==> config.mk <==
export PLATFORM = sky130hd
export DESIGN_NAME = control_frame_deframer_unit
export DESIGN_NICKNAME = d
export VERILOG_FILES = /design/src/rtl/core/cfd_pkg.sv /design/src/rtl/core/cfd_frame_parser.sv /design/src/rtl/core/cfd_out_reg.sv /design/src/rtl/core/control_frame_deframer_unit.sv
export SDC_FILE = /design/constraint.sdc
export NUM_CORES = 1
export LEC_CHECK = 0
export ABC_AREA = 1
export BUFFER_PORTS_ARGS = -buffer_cell sky130_fd_sc_hd__buf_4
export CAP_MARGIN = 20
export CORE_MARGIN = 4
export CORE_UTILIZATION = 45
export CTS_BUF_LIST = sky130_fd_sc_hd__clkbuf_4
export DETAILED_ROUTE_END_ITERATION = 10
export GPL_TIMING_DRIVEN = 1
export SYNTH_ARGS = -nofsm -noshare
export SYNTH_HDL_FRONTEND = slang
export SYNTH_SLANG_ARGS = --single-unit
==> constraint.sdc <==
create_clock -name i_clk -period 2.35 [get_ports i_clk]
set_input_delay 0.1175 -clock i_clk [delete_from_list [all_inputs] [get_ports i_clk]]
set_output_delay 0.1175 -clock i_clk [all_outputs]
set_load 0.005 [all_outputs]
==> src/rtl/core/cfd_pkg.sv <==
// Shared types and constants for the control frame deframer.
// No dependencies; imported by every module of the block.
`default_nettype none

package cfd_pkg;

    // Frame delimiter and slot id letters
    localparam logic [7:0] END_BYTE = 8'h2D;  // '-'
    localparam logic [7:0] ID_ARM   = 8'h53;  // 'S'
    localparam logic [7:0] ID_THR   = 8'h54;  // 'T'
    localparam logic [7:0] ID_ROLL  = 8'h52;  // 'R'
    localparam logic [7:0] ID_PITCH = 8'h50;  // 'P'
    localparam logic [7:0] ID_YAW   = 8'h59;  // 'Y'

    // Report for each byte: no frame end, frame taken, frame dropped for length
    typedef enum logic [1:0] {
        EV_NONE   = 2'd0,
        EV_ACCEPT = 2'd1,
        EV_DROP   = 2'd2
    } t_frame_event;

    // Position of a byte within its three-byte slot
    typedef enum logic [1:0] {
        PH_ID = 2'd0,
        PH_HI = 2'd1,
        PH_LO = 2'd2
    } t_slot_phase;

    // One result: committed setpoints after a byte, plus the frame report
    typedef struct packed {
        logic               armed;
        logic signed [15:0] thrust;
        logic signed [15:0] roll;
        logic signed [15:0] pitch;
        logic signed [15:0] yaw_rate;
        t_frame_event       frame_event;
    } t_result;

endpackage

`default_nettype wire

==> src/rtl/core/cfd_frame_parser.sv <==
// Byte counter, per-slot decoder and committed setpoint registers.
// Depends on cfd_pkg for id codes, slot phases and the result struct.
`default_nettype none

module cfd_frame_parser #(
    parameter int NUM_SLOTS = 5
) (
    input  wire logic            i_clk,
    input  wire logic            i_rst_n,
    input  wire logic            i_load,
    input  wire logic [7:0]      i_byte,
    output cfd_pkg::t_result     o_result
);
    import cfd_pkg::*;

    localparam int DATA_LEN  = NUM_SLOTS * 3;
    localparam int OVER_MARK = DATA_LEN + 1;
    localparam int CW        = $clog2(OVER_MARK + 1);

    // Frame position
    logic [CW-1:0]      r_count, n_count;
    t_slot_phase        r_phase, n_phase;
    // Id and high byte of the slot in progress
    logic [7:0]         r_id, n_id;
    logic [7:0]         r_hi, n_hi;
    // Values of the frame being received
    logic signed [15:0] r_sh_thr, n_sh_thr;
    logic signed [15:0] r_sh_roll, n_sh_roll;
    logic signed [15:0] r_sh_pitch, n_sh_pitch;
    logic signed [15:0] r_sh_yaw, n_sh_yaw;
    logic               r_sh_arm_seen, n_sh_arm_seen;
    logic               r_sh_arm, n_sh_arm;
    // Committed setpoints
    logic               r_armed, n_armed;
    logic signed [15:0] r_thr, n_thr;
    logic signed [15:0] r_roll, n_roll;
    logic signed [15:0] r_pitch, n_pitch;
    logic signed [15:0] r_yaw, n_yaw;
    t_frame_event       n_event;
    logic [15:0]        slot_val;

    assign slot_val = {r_hi, i_byte};

    // Advance the frame, decode completed slots, commit on a full-length frame
    always_comb begin
        n_count       = r_count;
        n_phase       = r_phase;
        n_id          = r_id;
        n_hi          = r_hi;
        n_sh_thr      = r_sh_thr;
        n_sh_roll     = r_sh_roll;
        n_sh_pitch    = r_sh_pitch;
        n_sh_yaw      = r_sh_yaw;
        n_sh_arm_seen = r_sh_arm_seen;
        n_sh_arm      = r_sh_arm;
        n_armed       = r_armed;
        n_thr         = r_thr;
        n_roll        = r_roll;
        n_pitch       = r_pitch;
        n_yaw         = r_yaw;
        n_event       = EV_NONE;
        if (i_load) begin
            if (i_byte == END_BYTE) begin
                if (r_count == CW'(DATA_LEN)) begin
                    n_event = EV_ACCEPT;
                    n_thr   = r_sh_thr;
                    n_roll  = r_sh_roll;
                    n_pitch = r_sh_pitch;
                    n_yaw   = r_sh_yaw;
                    if (r_sh_arm_seen) begin
                        n_armed = r_sh_arm;
                    end
                end else begin
                    n_event = EV_DROP;
                end
                n_count       = '0;
                n_phase       = PH_ID;
                n_sh_thr      = '0;
                n_sh_roll     = '0;
                n_sh_pitch    = '0;
                n_sh_yaw      = '0;
                n_sh_arm_seen = 1'b0;
                n_sh_arm      = 1'b0;
            end else if (r_count < CW'(DATA_LEN)) begin
                n_count = CW'(r_count + 1'b1);
                unique case (r_phase)
                    PH_ID: begin
                        n_id    = i_byte;
                        n_phase = PH_HI;
                    end
                    PH_HI: begin
                        n_hi    = i_byte;
                        n_phase = PH_LO;
                    end
                    PH_LO: begin
                        n_phase = PH_ID;
                        // Later slot with the same id overwrites
                        unique case (r_id)
                            ID_ARM: begin
                                n_sh_arm_seen = 1'b1;
                                n_sh_arm      = (slot_val != 16'd0);
                            end
                            ID_THR:   n_sh_thr   = slot_val;
                            ID_ROLL:  n_sh_roll  = slot_val;
                            ID_PITCH: n_sh_pitch = slot_val;
                            ID_YAW:   n_sh_yaw   = slot_val;
                            default: ;
                        endcase
                    end
                    default: n_phase = PH_ID;
                endcase
            end else begin
                // Overlong frame: drop the byte, mark for rejection
                n_count = CW'(OVER_MARK);
            end
        end
    end

    // State registers
    always_ff @(posedge i_clk) begin
        if (!i_rst_n) begin
            r_count       <= '0;
            r_phase       <= PH_ID;
            r_sh_thr      <= '0;
            r_sh_roll     <= '0;
            r_sh_pitch    <= '0;
            r_sh_yaw      <= '0;
            r_sh_arm_seen <= 1'b0;
            r_sh_arm      <= 1'b0;
            r_armed       <= 1'b0;
            r_thr         <= '0;
            r_roll        <= '0;
            r_pitch       <= '0;
            r_yaw         <= '0;
        end else begin
            r_count       <= n_count;
            r_phase       <= n_phase;
            r_sh_thr      <= n_sh_thr;
            r_sh_roll     <= n_sh_roll;
            r_sh_pitch    <= n_sh_pitch;
            r_sh_yaw      <= n_sh_yaw;
            r_sh_arm_seen <= n_sh_arm_seen;
            r_sh_arm      <= n_sh_arm;
            r_armed       <= n_armed;
            r_thr         <= n_thr;
            r_roll        <= n_roll;
            r_pitch       <= n_pitch;
            r_yaw         <= n_yaw;
        end
    end

    // Slot bytes in progress
    always_ff @(posedge i_clk) begin
        r_id <= n_id;
        r_hi <= n_hi;
    end

    // Result for this byte, as seen after it is taken
    always_comb begin
        o_result.armed       = n_armed;
        o_result.thrust      = n_thr;
        o_result.roll        = n_roll;
        o_result.pitch       = n_pitch;
        o_result.yaw_rate    = n_yaw;
        o_result.frame_event = n_event;
    end

endmodule

`default_nettype wire

==> src/rtl/core/cfd_out_reg.sv <==
// Result register with valid flag between the parser and the output stream.
// Depends on cfd_pkg for the result struct.
`default_nettype none

module cfd_out_reg (
    input  wire logic            i_clk,
    input  wire logic            i_rst_n,
    input  wire logic            i_load,
    input  cfd_pkg::t_result     i_result,
    input  wire logic            i_take,
    output logic                 o_valid,
    output cfd_pkg::t_result     o_result
);
    import cfd_pkg::*;

    logic    r_valid;
    t_result r_result;

    // Hold a result until taken; load replaces it in the same cycle
    always_ff @(posedge i_clk) begin
        if (!i_rst_n) begin
            r_valid <= 1'b0;
        end else if (i_load) begin
            r_valid <= 1'b1;
        end else if (i_take) begin
            r_valid <= 1'b0;
        end
    end

    always_ff @(posedge i_clk) begin
        if (i_load) begin
            r_result <= i_result;
        end
    end

    assign o_valid  = r_valid;
    assign o_result = r_result;

endmodule

`default_nettype wire

==> src/rtl/core/control_frame_deframer_unit.sv <==
// Top level of the control frame deframer: byte stream in, setpoint stream out.
// Depends on cfd_pkg, cfd_frame_parser and cfd_out_reg.
//
// Takes one serial byte per request and returns one result per byte in the cycle
// after the byte is taken; a byte can be taken every cycle, also while the
// previous result waits, as long as the downstream side takes that result in
// the same cycle. A '-' byte closes the frame; a frame of exactly NUM_SLOTS*3
// bytes before it updates the four raw setpoints (thrust in 0.1 units, the others
// in 0.001 units) and, given an arm slot, the armed flag; any other length
// is reported as a drop and leaves them unchanged. Slots are decoded as their
// third byte arrives, so the frame end only copies already decoded values.
`default_nettype none

module control_frame_deframer_unit #(
    parameter int NUM_SLOTS = 5
) (
    input  wire logic        i_clk,
    input  wire logic        i_rst_n,
    input  wire logic        i_s_tvalid,
    output logic             o_s_tready,
    input  wire logic [7:0]  i_s_tdata,   // [7:0] rx_byte
    output logic             o_m_tvalid,
    input  wire logic        i_m_tready,
    output logic [71:0]      o_m_tdata,   // [0] armed, [16:1] thrust_raw, [32:17] roll_raw,
                                          // [48:33] pitch_raw, [64:49] yaw_rate_raw, rest 0
    output logic [1:0]       o_m_tuser    // [1:0] frame_event
);
    import cfd_pkg::*;

    logic    s_acc;
    logic    m_take;
    t_result parse_res;
    t_result out_res;

    assign m_take     = o_m_tvalid && i_m_tready;
    assign o_s_tready = !o_m_tvalid || i_m_tready;
    assign s_acc      = i_s_tvalid && o_s_tready;

    // Decode bytes and keep the setpoints
    cfd_frame_parser #(
        .NUM_SLOTS (NUM_SLOTS)
    ) u_parser (
        .i_clk    (i_clk),
        .i_rst_n  (i_rst_n),
        .i_load   (s_acc),
        .i_byte   (i_s_tdata),
        .o_result (parse_res)
    );

    // Register the result toward the output stream
    cfd_out_reg u_out (
        .i_clk    (i_clk),
        .i_rst_n  (i_rst_n),
        .i_load   (s_acc),
        .i_result (parse_res),
        .i_take   (m_take),
        .o_valid  (o_m_tvalid),
        .o_result (out_res)
    );

    // Pack the output stream
    assign o_m_tdata = {7'd0, out_res.yaw_rate, out_res.pitch, out_res.roll,
                        out_res.thrust, out_res.armed};
    assign o_m_tuser = out_res.frame_event;

    // A data byte never reports a frame end
    a_data_no_event: assert property (@(posedge i_clk) disable iff (!i_rst_n)
        s_acc && (i_s_tdata != END_BYTE) |=> o_m_tvalid && (o_m_tuser == EV_NONE))
        else $error("frame event reported for a data byte");

    // A delimiter always reports accept or drop
    a_end_has_event: assert property (@(posedge i_clk) disable iff (!i_rst_n)
        s_acc && (i_s_tdata == END_BYTE) |=> o_m_tvalid && (o_m_tuser != EV_NONE))
        else $error("frame end without accept or drop");

    // A dropped frame leaves the setpoints as the prior result showed them
    a_drop_keeps: assert property (@(posedge i_clk) disable iff (!i_rst_n)
        $past(o_m_tvalid) && s_acc && (i_s_tdata == END_BYTE)
        && (o_m_tuser == EV_NONE || o_m_tuser == EV_DROP || o_m_tuser == EV_ACCEPT)
        ##1 (o_m_tuser == EV_DROP) |-> o_m_tdata == $past(o_m_tdata))
        else $error("dropped frame changed the setpoints");

endmodule

`default_nettype wire

==> impl_metrics.tcl, run 1 <==
set metrics [dict create \
    rr_startpoint "u_parser.r_count[0]" \
    synth_seq_cells 222 \
    postLayoutCellArea_sq_um 10420 \
    hold_path_end "u_parser.r_id[7]" \
    gp_congestion 0.8599 \
    cts_root_buf "clkbuf_4" \
    syn_area_per_cell_sq_um 8.594 \
    clock-sinks 222 \
    vias 6436 \
    start_kind "flop" \
    grt_overflow_total 0 \
    cp.required_ns 2.73 \
    power.total_mw 7.837 \
    finalSetupViolCount 0 \
    critical_path_buf_inv_count 3 \
    grt_antenna_before_repair 1 \
    fp.dieW_microns 147.6 \
    cts_buffers 58 \
    utilization_pct 54.96 \
    crit_type "flop to flop" \
    grt_max_degree 69 \
    clk_pin_slew_ns 0.07 \
    arrival_ns 2.39 \
    synth_top_area_share_pct 31.74 \
    synth-edff-count 83 \
    synth.distinct_cells 29 \
    htree_levels 2 \
    grt_first_pass_wirelength_microns 29730 \
    fin_crit_ns 2.017 \
    drt_iter0_markers 411 \
    crit_chain "ha_1 -> nand2_1 -> nor2_1 -> ha_1 -> inv_1 -> nor2_4 -> nand2_4 -> buf_12 -> o21ai_1 -> inv_1" \
    vdd_ir_drop_max_mv 0.4076 \
    clk_path_buf_depth 3 \
    setup_tns_ns 0 \
    rsz0062_at_grt "no" \
    setup_slack_ns 0.3325 \
    wire_per_inst_microns 12.49 \
    worst_pin_slew_ns 0.5102 \
    min_period_over_period_pct 85.85 \
    relSlewSlack_pct 65.99 \
    cp-end-kind "flop" \
    core_sq_um 18960 \
    nNetsFinal 1155 \
    ant_nets 0 \
    io_buffer_count 80 \
    dp_hpwl_microns 11640 \
    hp-start "i_s_tdata[7]" \
    via_per_inst 4.439 \
    drtPass1Iterations 4 \
    routed_wl_microns 18110 \
    ios 88 \
    grt_use_total_pct 16.72 \
    cts_resized 0 \
    syn_area_sq_um 8766 \
    rows 50 \
    status "finished clean" \
    die_height_microns 147.6 \
    yosys.area.top_type "dfxtp_1" \
    fin_skew_ns 0.03898 \
    slowest_delay_ns 0.37 \
    critical-path-slowest-cell "dfxtp_1" \
    reg2reg_to "u_out.o_result[39]" \
    grt_pass1_vias 6192 \
    p_leak_nw 5.284 \
    dpl_cell_area_sq_um 9510 \
    hold_viol 0 \
    syn_to_final_growth_pct 18.85 \
    synthTopCellsByArea "dfxtp_1 32%, edfxtp_1 28%, nor2_1 9.3%" \
    hold_path_depth 2 \
    syn_inst 1020 \
    yosysWarnings 0 \
    cp_top_family "simple AND/OR/NAND/NOR gates" \
    final_max_slew_viol_count 0 \
    cts_tree "done" \
    yosysMostFrequentCell "nor2_1" \
    rrSetupSlack_ns 0.33 \
    ys_seq_area_share_pct 60.18 \
    start_util_pct 46.24 \
    fmaxAchievable_ghz 0.4957 \
    async_flop_share_pct 0 \
    clk_latency_ns 0.66 \
    cp_max_fo 52 \
    dp_slack_ns 0.3617 \
    worstRegToRegCells 10 \
    drc 0 \
    synth_flop_cell "dfxtp_1" \
    maxCapViolCount 0 \
    min_path_type "input port to flop" \
    p_per_area_nw_per_um2 752.2 \
    synth_common_cells "218 x nor2_1, 203 x nand2_1, 157 x inv_1, 139 x dfxtp_1, 83 x edfxtp_1" \
    dieArea_sq_um 21780 \
    drive_above_1_share_pct 19.01 \
]
layout make-up:
| cell class | count | area, sq um |
|---|---|---|
| Fill cell | 1803 | 8537 |
| Sequential cell | 222 | 5275 |
| Multi-Input combinational cell | 589 | 2532 |
| Timing Repair Buffer | 107 | 883.3 |
| Clock buffer | 101 | 758.2 |
| Inverter | 163 | 614.3 |
| Tap cell | 260 | 325.3 |
| Clock inverter | 7 | 27.53 |
| Antenna cell | 1 | 2.502 |
cells in the final DEF (no fill, tap or decap), types with 2 or more instances in the layout:
master	instances
a21oi_1	7
buf_12	4
buf_4	91
clkbuf_4	101
clkinv_1	5
conb_1	7
dfxtp_1	139
dlygate4sd3_1	12
edfxtp_1	83
ha_1	2
inv_1	157
inv_2	6
nand2_1	202
nand2_2	7
nand2_4	6
nand3_1	60
nor2_1	218
nor2_4	6
o21ai_0	2
o21ai_1	64
power breakdown:
part	leakage [nW]	total, mW	internal, mW	switching [mW]
Combinational	2.85	0.351	0.133	0.218
Clock	0.481	3.39	1.91	1.48
Sequential	1.95	4.09	4.07	0.0283
worst max-delay path by stage:
stage	startpoint	end	slack [ns]	cells past startpoint
after floorplan	u_out.o_valid	u_out.o_result[17]	0.40	8
after global placement	u_parser.r_count[0]	u_out.o_result[61]	0.44	10
after detailed placement	u_parser.r_count[0]	u_out.o_result[26]	0.36	10
after CTS	u_parser.r_count[0]	u_out.o_result[42]	0.32	10
after global routing	u_parser.r_count[0]	u_out.o_result[39]	0.12	10
final	u_parser.r_count[0]	u_out.o_result[39]	0.33	10
metal layers:
layer | up-vias | wire, microns | share of wire [%] | global-route usage, %
met4 | 0 | 375 | 2.1 | 6.244
li1 | 3402 | - | - | -
met1 | 2849 | 8666 | 48 | 22.28
met5 | - | 0 | 0 | 0
met3 | 37 | 1015 | 5.6 | 4.047
met2 | 148 | 8055 | 44 | 26.59
metrics by stage:
stage	hold slack, ns	instances
after floorplan	0.2164	1026
after global placement	0.3335	1329
after detailed placement	0.3315	1329
after CTS	0.1603	1449
after global routing	0.1853	1450
final	0.2376	1450
logic make-up (layout without fill, tap and decap cells):
logic type	count (synthesis)	after routing	synth area share [%]
AOI/OAI and AO/OA	75	75	4.325
and+or+nand+nor	503	503	23.68
other	1	8	0.04278
DFF	222	222	60.18
muxes	1	1	0.1142
adders and majority gates	2	2	0.2854
xor gates and xnor gates	1	1	0.09993
buffers and inverters	215	378	11.28
flip-flops by register name, indices dropped and copies added, names as in the netlist, 2 cells and up:
signal               cells
u_out.o_result          67
u_parser.r_pitch        16
u_parser.r_roll         16
u_parser.r_sh_pitch     16
u_parser.r_sh_roll      16
u_parser.r_sh_thr       16
u_parser.r_sh_yaw       16
u_parser.r_thr          16
u_parser.r_yaw          16
u_parser.r_hi            8
u_parser.r_id            8
u_parser.r_count         5
u_parser.r_phase         2
repair_timing:
item,4_1_cts,5_1_grt
buffers inserted,0,0
hold buffers,12,0
setup endpoints to repair,0,0
hold endpoints to repair,74,0
(Power assumes the default switching activity.)
==> inputs of run 2 (changes only) <==
- CORE_MARGIN: 4 -> 2
==> run 2 against run 1 <==
  * Highest routed layer unchanged
  * Clock skew down 0.012 ns
  * Largest cell class unchanged
  * Critical path depth increased by 1
  * Wire length fell by 1.3%
  * Cell count barely moved
  * Register-to-register slack about the same
  * First-iteration DRC count down 29%
  * Largest power group unchanged
==> impl_metrics.tcl, run 2 (synthesized netlist as in run 1, its figures left out) <==
set metrics [dict create \
    stdcell_count 1451 \
    p_per_area_nw_per_um2 742.0 \
    sw_frac_of_total_pct 22.26 \
    syn_to_final_growth_pct 18.48 \
    fp.dieW_microns 143.6 \
    cts_tree "done" \
    drt_iter0_markers 293 \
    cp_max_fo 52 \
    ios 88 \
    clock-sinks 222 \
    setup_tns_ns 0 \
    start_util_pct 45.49 \
    final_cell_mix "218 x nor2_1, 202 x nand2_1, 157 x inv_1" \
    vdd_ir_drop_max_mv 0.4049 \
    drtPass1Iterations 8 \
    worst_pin_slew_ns 0.5422 \
    crit_type "flop to flop" \
    hold_viol 0 \
    rows 51 \
    power.share.sequential_pct 53.1 \
    fin_skew_ns 0.02692 \
    rsz0062_at_grt "no" \
    nFillCells 1846 \
    wire_per_inst_microns 12.32 \
    grt_antenna_before_repair 1 \
    cp-end-kind "flop" \
    htree_levels 2 \
    drc 0 \
    cts_root_buf "clkbuf_4" \
    dp_hpwl_microns 11320 \
    timing.hold.ws_ns 0.2264 \
    final_max_slew_viol_count 0 \
    grt_pass1_vias 5991 \
    status "finished clean" \
    rr_startpoint "u_parser.r_count[0]" \
    grt_first_pass_wirelength_microns 29090 \
    cts_buffers 56 \
    cp-startpoint "u_parser.r_count[0]" \
    clk_path_buf_depth 3 \
    die_height_microns 143.6 \
    grt_overflow_total 0 \
    hp-start "i_s_tdata[7]" \
    maxCapViolCount 0 \
    grt_use_total_pct 17.86 \
    min_path_type "input port to flop" \
    core_sq_um 19270 \
    grt_max_degree 69 \
    p_leak_nw 5.254 \
    relSlewSlack_pct 63.85 \
    largest_reg_flops 67 \
    fin_crit_ns 2.024 \
    fmaxAchievable_ghz 0.4940 \
    dieArea_sq_um 20610 \
    start_kind "flop" \
    clk_pin_slew_ns 0.07 \
    drive_above_1_share_pct 18.31 \
    cp.required_ns 2.73 \
    arrival_ns 2.41 \
    p_switching_mw 1.715 \
    p_int_mw 5.991 \
    min_period_over_period_pct 86.14 \
    p_comb_share_pct 4.6 \
    layout_commonest_cell "nor2_1" \
    routed_wl_microns 17870 \
    via_per_inst 4.480 \
    nNetsFinal 1153 \
    io_buffer_count 80 \
    clockPowerShare_pct 42.3 \
    ant_nets 0 \
    placed_cells 1333 \
    clk_latency_ns 0.65 \
    gp_congestion 0.8609 \
    vias 6500 \
    finalSetupViolCount 0 \
    cts_setup_buffers 0 \
]
[run 2: final timing paths]
check / end / slack (ns) / cells after the start
setup / recovery: u_out.o_result[39] / 0.33 / 11
hold / removal: u_parser.r_hi[7] / 0.23 / 2
setup reg to reg: u_out.o_result[39] / 0.33 / 11
hold reg to reg: u_parser.r_sh_thr[4] / 0.48 / 2
[run 2: layout make-up]
type                            instances  area (sq um)  share of cell area [%]
Sequential cell                       222          5275                   50.79
Multi-Input combinational cell        589          2532                   24.38
Timing Repair Buffer                  107         885.9                   8.529
Clock buffer                           94         705.7                   6.794
Inverter                              163         614.3                   5.915
Tap cell                              265         331.6                   3.192
Clock inverter                         10         38.79                  0.3734
Antenna cell                            1         2.502                 0.02409
[run 2: power groups by stage]
stage          Sequential [mW]  Combinational, mW  Clock [mW]
6_report                  4.09              0.354        3.26
5_1_grt                   4.10              0.391        3.60
4_1_cts                   4.09              0.358        3.37
3_5_place_dp              4.18              0.340           0
3_3_place_gp              4.18              0.337           0
2_1_floorplan             4.18              0.165           0
[run 2: stage by stage]
step           utilization [%]  setup WS, ns  instance area (sq um)  power (mW)
2_1_floorplan                -        0.4043                   8788       4.346
3_3_place_gp             49.34        0.3993                   9509       4.516
3_5_place_dp             49.34        0.3558                   9509       4.518
4_1_cts                  53.88        0.3164                  10380       7.824
5_1_grt                  53.90        0.1072                  10390       8.084
6_report                 53.90        0.3258                  10390       7.707
[run 2: layer usage]
layer	vias up	global-route usage (%)	wire length, microns
li1	3401	-	-
met1	2914	23.55	8378
met2	149	28.82	8117
met3	36	4.432	984
met4	0	6.037	391
met5	-	0	0
[run 2: critical path, stage by stage, from the launching register on]
cell and delay (ns):
dfxtp_1 0.33, ha_1 0.21, nand2_1 0.06, nor2_1 0.04, ha_1 0.21, inv_1 0.11
nor2_4 0.06, nand2_4 0.17, buf_12 0.25, nand2_1 0.09, o21ai_1 0.12, inv_1 0.06
[run 2: what timing repair did]
item / 4_1_cts / 5_1_grt
hold endpoints to repair: 62 / 0
hold buffers: 13 / 0
resized for setup: 0 / 0
